`src/rtl/ringtone_text_note_parser_defines.svh`:
```
// Assertion macros shared by the ringtone parser RTL.
`ifndef RINGTONE_TEXT_NOTE_PARSER_DEFINES_SVH
`define RINGTONE_TEXT_NOTE_PARSER_DEFINES_SVH

// Checks that the consequent holds in the same cycle as the antecedent.
`define RTP_ASSERT_SAME(label, ante, cons) \
  label: assert property (@(posedge clk) disable iff (rst) (ante) |-> (cons)) \
    else $error("rtp assertion failed");

// Checks that the consequent holds in the cycle after the antecedent.
`define RTP_ASSERT_NEXT(label, ante, cons) \
  label: assert property (@(posedge clk) disable iff (rst) (ante) |=> (cons)) \
    else $error("rtp assertion failed");

`endif

```
`src/rtl/rtp_pkg.sv`:
```
// Shared constants, types and the frequency table of the ringtone parser.
package rtp_pkg;

  localparam int NUMBER_LIMIT = 9999;
  localparam int NUM_W = 14;
  localparam int WHOLE_W = 18;
  localparam int TIME_W = 20;
  localparam int FREQ_W = 15;
  localparam int DIV_STEPS = WHOLE_W;
  localparam int CNT_W = $clog2(DIV_STEPS);

  typedef struct packed {
    logic busy;
    logic done;
  } div_stat_t;

  localparam logic [FREQ_W-1:0] FREQ_TAB [0:12][0:9] = '{
    '{15'd16, 15'd32, 15'd65, 15'd130, 15'd261, 15'd523, 15'd1046, 15'd2093, 15'd4186,
      15'd8372},
    '{15'd17, 15'd34, 15'd69, 15'd138, 15'd277, 15'd554, 15'd1108, 15'd2217, 15'd4434,
      15'd8869},
    '{15'd18, 15'd36, 15'd73, 15'd146, 15'd293, 15'd587, 15'd1174, 15'd2349, 15'd4698,
      15'd9397},
    '{15'd19, 15'd38, 15'd77, 15'd155, 15'd311, 15'd622, 15'd1244, 15'd2489, 15'd4978,
      15'd9956},
    '{15'd20, 15'd41, 15'd82, 15'd164, 15'd329, 15'd659, 15'd1318, 15'd2637, 15'd5274,
      15'd10548},
    '{15'd21, 15'd43, 15'd87, 15'd174, 15'd349, 15'd698, 15'd1396, 15'd2793, 15'd5587,
      15'd11175},
    '{15'd23, 15'd46, 15'd92, 15'd185, 15'd370, 15'd740, 15'd1480, 15'd2960, 15'd5920,
      15'd11840},
    '{15'd24, 15'd49, 15'd98, 15'd196, 15'd392, 15'd784, 15'd1568, 15'd3136, 15'd6272,
      15'd12544},
    '{15'd25, 15'd51, 15'd103, 15'd207, 15'd415, 15'd830, 15'd1661, 15'd3322, 15'd6644,
      15'd13289},
    '{15'd27, 15'd55, 15'd110, 15'd220, 15'd440, 15'd880, 15'd1760, 15'd3520, 15'd7040,
      15'd14080},
    '{15'd29, 15'd58, 15'd116, 15'd233, 15'd466, 15'd932, 15'd1864, 15'd3729, 15'd7458,
      15'd14917},
    '{15'd30, 15'd61, 15'd123, 15'd246, 15'd493, 15'd987, 15'd1975, 15'd3951, 15'd7902,
      15'd15804},
    '{15'd32, 15'd65, 15'd130, 15'd261, 15'd523, 15'd1046, 15'd2093, 15'd4186, 15'd8372,
      15'd16744}
  };

  function automatic logic [FREQ_W-1:0] note_freq(input logic [3:0] p, input logic [3:0] o);
    logic [3:0] row;
    row = p - 4'd1;
    if (p >= 4'd1 && p <= 4'd13 && o <= 4'd9) begin
      return FREQ_TAB[row][o];
    end
    return '0;
  endfunction

endpackage

```
`src/rtl/rtp_divider.sv`:
```
// Restoring divider that produces one quotient bit per cycle.
module rtp_divider (
  input  logic                         clk,
  input  logic                         rst,
  input  logic                         start,
  input  logic [rtp_pkg::WHOLE_W-1:0]  dividend,
  input  logic [rtp_pkg::NUM_W-1:0]    divisor,
  output rtp_pkg::div_stat_t           stat,
  output logic [rtp_pkg::WHOLE_W-1:0]  quotient
);
  import rtp_pkg::*;

  logic             busy;
  logic             done;
  logic [CNT_W-1:0] cnt;
  logic [WHOLE_W-1:0] q;
  logic [NUM_W-1:0] rem;
  logic [NUM_W-1:0] dsr;
  logic [NUM_W:0]   trial;

  assign trial = {rem, q[WHOLE_W-1]};

  always_ff @(posedge clk) begin
    done <= 1'b0;
    if (rst) begin
      busy <= 1'b0;
      cnt <= '0;
    end else if (start) begin
      busy <= 1'b1;
      q <= dividend;
      rem <= '0;
      dsr <= divisor;
      cnt <= CNT_W'(DIV_STEPS - 1);
    end else if (busy) begin
      if (trial >= {1'b0, dsr}) begin
        rem <= NUM_W'(trial - {1'b0, dsr});
        q <= {q[WHOLE_W-2:0], 1'b1};
      end else begin
        rem <= trial[NUM_W-1:0];
        q <= {q[WHOLE_W-2:0], 1'b0};
      end
      if (cnt == '0) begin
        busy <= 1'b0;
        done <= 1'b1;
      end else begin
        cnt <= cnt - CNT_W'(1);
      end
    end
  end

  assign stat.busy = busy;
  assign stat.done = done;
  assign quotient = q;

endmodule

```
`src/rtl/ringtone_text_note_parser.sv`:
```
// Ringtone text parser: one character per transfer in, one note per transfer out.
// A character needing no division is stepped before in_ready rises again; a letter or
// the header end adds a divider pass (two passes when one character
// ends the header and starts the first note), so the divider sets the sustained rate.
// A song end result follows its zero byte, or a divider pass if a length is pending.
// Synchronous reset restores the defaults and drops out_valid.
module ringtone_text_note_parser (
  input  logic                         clk,
  input  logic                         rst,
  input  logic                         in_valid,
  output logic                         in_ready,
  input  logic [7:0]                   ch,
  output logic                         out_valid,
  input  logic                         out_ready,
  output logic                         note_valid,
  output logic                         is_rest,
  output logic [rtp_pkg::FREQ_W-1:0]   frequency_hz,
  output logic [rtp_pkg::TIME_W-1:0]   duration_ms,
  output logic                         song_end
);
  import rtp_pkg::*;
  `include "ringtone_text_note_parser_defines.svh"

  localparam logic [4:0] PH_NAME = 5'd0;
  localparam logic [4:0] PH_HD = 5'd1;
  localparam logic [4:0] PH_DSKIP = 5'd2;
  localparam logic [4:0] PH_DNUM = 5'd3;
  localparam logic [4:0] PH_HO = 5'd4;
  localparam logic [4:0] PH_OSKIP = 5'd5;
  localparam logic [4:0] PH_ODIG = 5'd6;
  localparam logic [4:0] PH_OCOMMA = 5'd7;
  localparam logic [4:0] PH_HB = 5'd8;
  localparam logic [4:0] PH_BSKIP = 5'd9;
  localparam logic [4:0] PH_BNUM = 5'd10;
  localparam logic [4:0] PH_NSTART = 5'd11;
  localparam logic [4:0] PH_NLEN = 5'd12;
  localparam logic [4:0] PH_LETTER = 5'd13;
  localparam logic [4:0] PH_SHARP = 5'd14;
  localparam logic [4:0] PH_DOT1 = 5'd15;
  localparam logic [4:0] PH_OCT = 5'd16;
  localparam logic [4:0] PH_DOT2 = 5'd17;

  localparam logic [1:0] CTL_IDLE = 2'd0;
  localparam logic [1:0] CTL_STEP = 2'd1;
  localparam logic [1:0] CTL_DIVW = 2'd2;

  localparam logic [NUM_W-1:0] DEFAULT_BPM = NUM_W'(63);
  localparam logic [WHOLE_W-1:0] MINUTE_MS = WHOLE_W'(60000);

  logic [1:0]         ctl;
  logic [7:0]         chr;
  logic [4:0]         phase;
  logic [NUM_W-1:0]   acc;
  logic [NUM_W-1:0]   dlen;
  logic [3:0]         doct;
  logic [WHOLE_W-1:0] whole;
  logic [3:0]         pidx;
  logic [3:0]         noct;
  logic [TIME_W-1:0]  ntime;
  logic               div_note;
  logic               end_pend;
  logic               div_start;
  logic [WHOLE_W-1:0] div_a;
  logic [NUM_W-1:0]   div_b;
  logic [WHOLE_W-1:0] div_q;
  div_stat_t          div_stat;
  logic               is_dig;
  logic [3:0]         dig;
  logic [NUM_W-1:0]   acc_next;
  logic [16:0]        acc_wide;
  logic [NUM_W-1:0]   note_div;
  logic [TIME_W-1:0]  dotted;

  rtp_divider u_div (
    .clk      (clk),
    .rst      (rst),
    .start    (div_start),
    .dividend (div_a),
    .divisor  (div_b),
    .stat     (div_stat),
    .quotient (div_q)
  );

  function automatic logic [3:0] letter_pitch(input logic [7:0] c);
    case (c)
      "c": return 4'd1;
      "d": return 4'd3;
      "e": return 4'd5;
      "f": return 4'd6;
      "g": return 4'd8;
      "a": return 4'd10;
      "b": return 4'd12;
      default: return 4'd0;
    endcase
  endfunction

  assign is_dig = chr >= "0" && chr <= "9";
  assign dig = chr[3:0];
  assign acc_wide = {3'b0, acc} * 17'd10 + {13'b0, dig};
  assign acc_next = (acc_wide > 17'(NUMBER_LIMIT)) ? NUM_W'(NUMBER_LIMIT) : acc_wide[NUM_W-1:0];
  assign note_div = (acc != '0) ? acc : dlen;
  assign dotted = ntime + {1'b0, ntime[TIME_W-1:1]};
  assign in_ready = ctl == CTL_IDLE && !out_valid;

  always_ff @(posedge clk) begin
    div_start <= 1'b0;
    if (out_valid && out_ready) begin
      out_valid <= 1'b0;
    end
    if (rst) begin
      ctl <= CTL_IDLE;
      out_valid <= 1'b0;
      phase <= PH_NAME;
      acc <= '0;
      dlen <= NUM_W'(4);
      doct <= 4'd5;
      whole <= '0;
      pidx <= '0;
      noct <= '0;
      ntime <= '0;
      div_note <= 1'b0;
      end_pend <= 1'b0;
    end else begin
      case (ctl)
        CTL_IDLE: begin
          if (in_valid && in_ready) begin
            chr <= ch;
            ctl <= CTL_STEP;
          end
        end
        CTL_STEP: begin
          ctl <= CTL_IDLE;
          if (chr == 8'd0) begin
            if (phase == PH_NLEN) begin
              div_a <= whole;
              div_b <= note_div;
              div_note <= 1'b1;
              div_start <= 1'b1;
              end_pend <= 1'b1;
              pidx <= '0;
              noct <= doct;
              ctl <= CTL_DIVW;
            end else begin
              out_valid <= 1'b1;
              song_end <= 1'b1;
              note_valid <= phase >= PH_LETTER && phase <= PH_DOT2;
              if (phase >= PH_LETTER && phase <= PH_DOT2) begin
                is_rest <= pidx == '0;
                frequency_hz <= note_freq(pidx, noct);
                duration_ms <= ntime;
              end else begin
                is_rest <= 1'b0;
                frequency_hz <= '0;
                duration_ms <= '0;
              end
              phase <= PH_NAME;
              acc <= '0;
              dlen <= NUM_W'(4);
              doct <= 4'd5;
              whole <= '0;
              pidx <= '0;
              noct <= '0;
              ntime <= '0;
            end
          end else begin
            case (phase)
              PH_NAME: begin
                if (chr == ":") phase <= PH_HD;
              end
              PH_HD: begin
                if (chr == "d") begin
                  phase <= PH_DSKIP;
                end else begin
                  phase <= PH_HO;
                  ctl <= CTL_STEP;
                end
              end
              PH_DSKIP: begin
                acc <= '0;
                phase <= PH_DNUM;
              end
              PH_DNUM: begin
                if (is_dig) begin
                  acc <= acc_next;
                end else begin
                  if (acc != '0) dlen <= acc;
                  phase <= PH_HO;
                  if (chr != ",") ctl <= CTL_STEP;
                end
              end
              PH_HO: begin
                if (chr == "o") begin
                  phase <= PH_OSKIP;
                end else begin
                  phase <= PH_HB;
                  ctl <= CTL_STEP;
                end
              end
              PH_OSKIP: phase <= PH_ODIG;
              PH_ODIG: begin
                if (chr >= "3" && chr <= "7") doct <= dig;
                phase <= PH_OCOMMA;
              end
              PH_OCOMMA: begin
                phase <= PH_HB;
                if (chr != ",") ctl <= CTL_STEP;
              end
              PH_HB: begin
                if (chr == "b") begin
                  phase <= PH_BSKIP;
                end else begin
                  div_a <= MINUTE_MS;
                  div_b <= DEFAULT_BPM;
                  div_note <= 1'b0;
                  div_start <= 1'b1;
                  ctl <= CTL_DIVW;
                end
              end
              PH_BSKIP: begin
                acc <= '0;
                phase <= PH_BNUM;
              end
              PH_BNUM: begin
                if (is_dig) begin
                  acc <= acc_next;
                end else begin
                  div_a <= MINUTE_MS;
                  div_b <= (acc != '0) ? acc : DEFAULT_BPM;
                  div_note <= 1'b0;
                  div_start <= 1'b1;
                  ctl <= CTL_DIVW;
                end
              end
              PH_NSTART: begin
                if (is_dig) begin
                  acc <= {10'b0, dig};
                  phase <= PH_NLEN;
                end else begin
                  acc <= '0;
                  div_a <= whole;
                  div_b <= dlen;
                  div_note <= 1'b1;
                  div_start <= 1'b1;
                  pidx <= letter_pitch(chr);
                  noct <= doct;
                  ctl <= CTL_DIVW;
                end
              end
              PH_NLEN: begin
                if (is_dig) begin
                  acc <= acc_next;
                end else begin
                  div_a <= whole;
                  div_b <= note_div;
                  div_note <= 1'b1;
                  div_start <= 1'b1;
                  pidx <= letter_pitch(chr);
                  noct <= doct;
                  ctl <= CTL_DIVW;
                end
              end
              PH_LETTER: begin
                phase <= PH_SHARP;
                if (chr == "#") pidx <= pidx + 4'd1;
                else ctl <= CTL_STEP;
              end
              PH_SHARP: begin
                phase <= PH_DOT1;
                if (chr == ".") ntime <= dotted;
                else ctl <= CTL_STEP;
              end
              PH_DOT1: begin
                phase <= PH_OCT;
                if (is_dig) noct <= dig;
                else ctl <= CTL_STEP;
              end
              PH_OCT: begin
                phase <= PH_DOT2;
                if (chr == ".") ntime <= dotted;
                else ctl <= CTL_STEP;
              end
              PH_DOT2: begin
                out_valid <= 1'b1;
                note_valid <= 1'b1;
                song_end <= 1'b0;
                is_rest <= pidx == '0;
                frequency_hz <= note_freq(pidx, noct);
                duration_ms <= ntime;
                phase <= PH_NSTART;
                if (chr != ",") ctl <= CTL_STEP;
              end
              default: phase <= PH_NAME;
            endcase
          end
        end
        CTL_DIVW: begin
          if (div_stat.done) begin
            ctl <= CTL_IDLE;
            if (div_note) begin
              ntime <= TIME_W'(div_q);
              phase <= PH_LETTER;
              if (end_pend) begin
                end_pend <= 1'b0;
                out_valid <= 1'b1;
                note_valid <= 1'b1;
                song_end <= 1'b1;
                is_rest <= 1'b1;
                frequency_hz <= '0;
                duration_ms <= TIME_W'(div_q);
                phase <= PH_NAME;
                acc <= '0;
                dlen <= NUM_W'(4);
                doct <= 4'd5;
                whole <= '0;
                pidx <= '0;
                noct <= '0;
                ntime <= '0;
              end
            end else begin
              whole <= {div_q[WHOLE_W-3:0], 2'b00};
              phase <= PH_NSTART;
              if (chr != ":") ctl <= CTL_STEP;
            end
          end
        end
        default: ctl <= CTL_IDLE;
      endcase
    end
  end

  `RTP_ASSERT_SAME(a_busy_not_ready, div_stat.busy, !in_ready)
  `RTP_ASSERT_SAME(a_rest_silent, out_valid && note_valid && is_rest, frequency_hz == '0)
  `RTP_ASSERT_SAME(a_end_only_empty, out_valid && !note_valid,
                   song_end && !is_rest && frequency_hz == '0 && duration_ms == '0)
  `RTP_ASSERT_NEXT(a_start_waits, div_start, ctl == CTL_DIVW)

endmodule
```
`config.mk`:
```
export PLATFORM = sky130hd
export DESIGN_NAME = ringtone_text_note_parser
export DESIGN_NICKNAME = d
export VERILOG_FILES = /design/src/rtl/rtp_pkg.sv /design/src/rtl/rtp_divider.sv /design/src/rtl/ringtone_text_note_parser.sv
export VERILOG_INCLUDE_DIRS = /design/src /design/src/rtl
export SDC_FILE = /design/constraint.sdc
export NUM_CORES = 1
export LEC_CHECK = 0
export ABC_AREA = 1
export BUFFER_PORTS_ARGS = -buffer_cell sky130_fd_sc_hd__buf_2
export CAP_MARGIN = 10
export CORE_MARGIN = 4
export CORE_UTILIZATION = 30
export CTS_CLUSTER_DIAMETER = 200
export DETAILED_ROUTE_END_ITERATION = 8
export PLACE_DENSITY = 0.49
export SETUP_SLACK_MARGIN = 0.5
export SKIP_CTS_REPAIR_TIMING = 1
export SYNTH_ARGS = -nofsm -noshare
export SYNTH_HDL_FRONTEND = slang
export SYNTH_SLANG_ARGS = --single-unit
```
`constraint.sdc`:
```
create_clock -name clk -period 4.4 [get_ports clk]
set_clock_uncertainty 0.15 [all_clocks]
set_input_delay 0.44 -clock clk [delete_from_list [all_inputs] [get_ports clk]]
set_output_delay 0.44 -clock clk [all_outputs]
set_load 0.1 [all_outputs]
```
==> results by group <==
Logic synthesis
  • Area contributors post-synth: edfxtp_1, dfxtp_1, nand2_1
  • Post-Syn Instances: 1796
  • Post-synth top area share: 26.3%
  • Seq/Total Area, Yosys: 39.7%
  • Post-synth EDFFs: 122
  • Flops & latches, synth: 216
  • Synth Warn #: 0
  • Post-synth design cell area: 14000 sq um
  • Post-synthesis average cell area: 7.77 sq um
  • Syn nets: 1886
  • Top_reg_cell synth: edfxtp_1
  • Async SR Flop Fraction: 0%
  • Post-synth cell types: 64
  • Synth top cells by count: nand2_1, inv_1, o21ai_0, a21oi_1, nor2_1
  • Most frequent cell after synthesis: nand2_1
  • Yosys top cell by area: edfxtp_1

STA
  • Sum Neg Setup Slack: 0 ps
  • RSZ-0062 raised after global routing: false
  • Slew at the pin closest to its max-slew limit: 1010 ps
  • Pins Over Slew Limit: 0
  • Hold Fails Final Rpt: 0
  • Tcrit/Tclk final: 77.4%
  • Worst hold margin: 256 ps
  • Setup violation total in the final timing report: 0
  • FMAX: 294 MHz
  • Minimum clock period: 3410 ps
  • Normalized max-slew margin: 32.4%
  • Worst setup margin: 995 ps

Critical path
  • Crit. End Element: flip-flop
  • Worst reg2reg path depth: 12
  • Reg-to-Reg End: ntime[19]
  • Worst r2r src: ctl[0]
  • Slowest stage cell, crit path: inv_2
  • CP bufs+invs: 4
  • CP Class: flip-flop to flip-flop
  • Critical Path Fanout Max: 35
  • Startpoint types: flip-flop
  • Data required time at the worst endpoint: 4740 ps
  • CP max stage delay: 500 ps
  • CP startpoint: ctl[0]
  • Crit path DAT: 3750 ps
  • CP Depth: 12
  • Reg-to-reg setup timing slack: 990 ps
  • Worst Setup EP: ntime[19]
  • CP delay by family, top: buffers and inverters
  • Crit path cell chain: inv_1 -> ha_1 -> inv_2 -> nor2_1 -> a21oi_1 -> nand2_1 -> inv_1 -> nand3_2 -> inv_2 -> o41ai_1 -> xor2_1 -> nor2_1

Clocking
  • Longest Clk Path Bufs: 3
  • Total CTS buffers: 27
  • CTS Sinks: 216
  • Worst-skew pair later-pin latency: 550 ps
  • CTS Root Cell: clkbuf_16
  • H-Tree Depth: 1
  • CTS tree: done
  • Clock transition at the registers of the reported paths: 60 ps

Placed design
  • # port buffers: 51
  • Placer Congestion: 0.849
  • Area after DPL: 14800 sq um
  • DP Wirelength: 28300 um
  • Dpl ws: 850 ps

Detailed routing
  • DR iter-0 viols: 847
  • DRC: 0
  • Final wirelength: 38100 um
  • Vias: 12100
  • First-pass iteration count of the detailed router: 5
  • WL per Instance: 15.5 um
  • Final ANT Viol Nets: 0
  • Via-to-Cell Ratio: 4.91

Floorplanning
  • Die H: 224 um
  • I/O pin total: 52
  • Initial core utilization: 30.6%
  • Core Box Area: 45700 sq um
  • Die W: 224 um
  • Row count: 78
  • Die area: 50000 sq um

Power
  • Leak pwr: 6.46 nW
  • PwrDens: 607 nW/um^2
  • Peak VDD IR: 0.267 mV

GRT
  • Initial antenna violation count: 1
  • Vias in the first global route: 11700
  • GRT overflow: 0
  • GRT Util Overall: 14.8%
  • First-pass GRT wire length: 61600 um
  • Pin count of the biggest net entering global routing: 39

Flow run
  • Max-cap violation count: 0

Hold path
  • HP Class: flip-flop to flip-flop

Cells and area
  • Final instance area: 15700 sq um
  • Ratio of cells with drive above 1 in the final layout: 12.7%
  • Layout area overhead: 12.7%
  • Final nets: 1929
  • Antenna cells: 0

Status
  • Status: completed
## placed cells by master (no fill, tap or decap), drive strengths merged, types with 6 or more instances in the layout
cell type      n
xnor2          9
a211oi        24
xor2          16
o22ai          8
inv          233
ha            74
o21ai        213
o21bai         6
clkbuf        32
nor3          25
edfxtp       122
nand3        110
dlygate4sd3    8
a22oi         12
or2            7
nand4         20
nand2        355
a31oi         10
buf           64
a21oi        170
o211ai        12
nor2         183
dfxtp         94
clkinv        18
## layout make-up
type | count | area [sq um]
Timing Repair Buffer | 72 | 433
Fill cell | 4806 | 29900
Sequential cell | 216 | 5550
Clock buffer | 32 | 704
Clock inverter | 18 | 164
Inverter | 236 | 887
Multi-Input combinational cell | 1286 | 7240
Tap cell | 600 | 751
## layer usage
metal / global-route usage (%) / wire length, um / up-vias
met5: 0 / 0 / -
met4: 3.12 / 754 / 0
met3: 2.12 / 1470 / 56
met2: 23.9 / 17400 / 211
met1: 21.1 / 18500 / 5594
li1: - / - / 6223
## where the power goes
group / internal [mW] / switching (mW)
Combinational: 1.24 / 3.19
Clock: 1.27 / 0.891
Sequential: 2.62 / 0.329
## kinds of logic (layout without fill, tap and decap cells)
group,Yosys count,count (layout),share of synthesized area (%)
compound gates,475,475,19.2
xor+xnor,25,25,1.57
fa+ha+maj,78,78,7.21
buf+inv,294,358,8.57
flops,216,216,39.7
simple gates,708,708,23.7
## worst register-to-register path, cell delays in order (launching register included)
cell	delay [ps]
dfxtp_1	380
inv_1	80
ha_1	300
inv_2	500
nor2_1	200
a21oi_1	260
nand2_1	130
inv_1	100
nand3_2	360
inv_2	460
o41ai_1	170
xor2_1	160
nor2_1	90
## per-stage QoR
step           power, mW  utilization [%]  cells
5_1_grt             10.3             34.4   2460
2_1_floorplan       6.40                -   1796
6_report            9.54             34.4   2460
3_5_place_dp        7.38             32.3   2402
3_3_place_gp        7.39             32.3   2402
4_1_cts             9.60             34.2   2452
## how the worst min path moves through the flow
stage          cells after the start  slack, ps      start             to
3_5_place_dp                       0        250  div_b[10]  u_div.dsr[10]
5_1_grt                            0        280   div_b[1]   u_div.dsr[1]
3_3_place_gp                       0        250   div_b[8]   u_div.dsr[8]
6_report                           0        260  div_b[10]  u_div.dsr[10]
4_1_cts                            1       -120      ch[0]         chr[0]
2_1_floorplan                      0        250   div_b[0]   u_div.dsr[0]
## flip-flops by register name, summed over array words and instances (netlist names), 15 cells and up
register	flops
whole	16
div_a	16
frequency_hz	15
u_div.quotient	18
ntime	20
duration_ms	20
(Power assumes the default switching activity.)
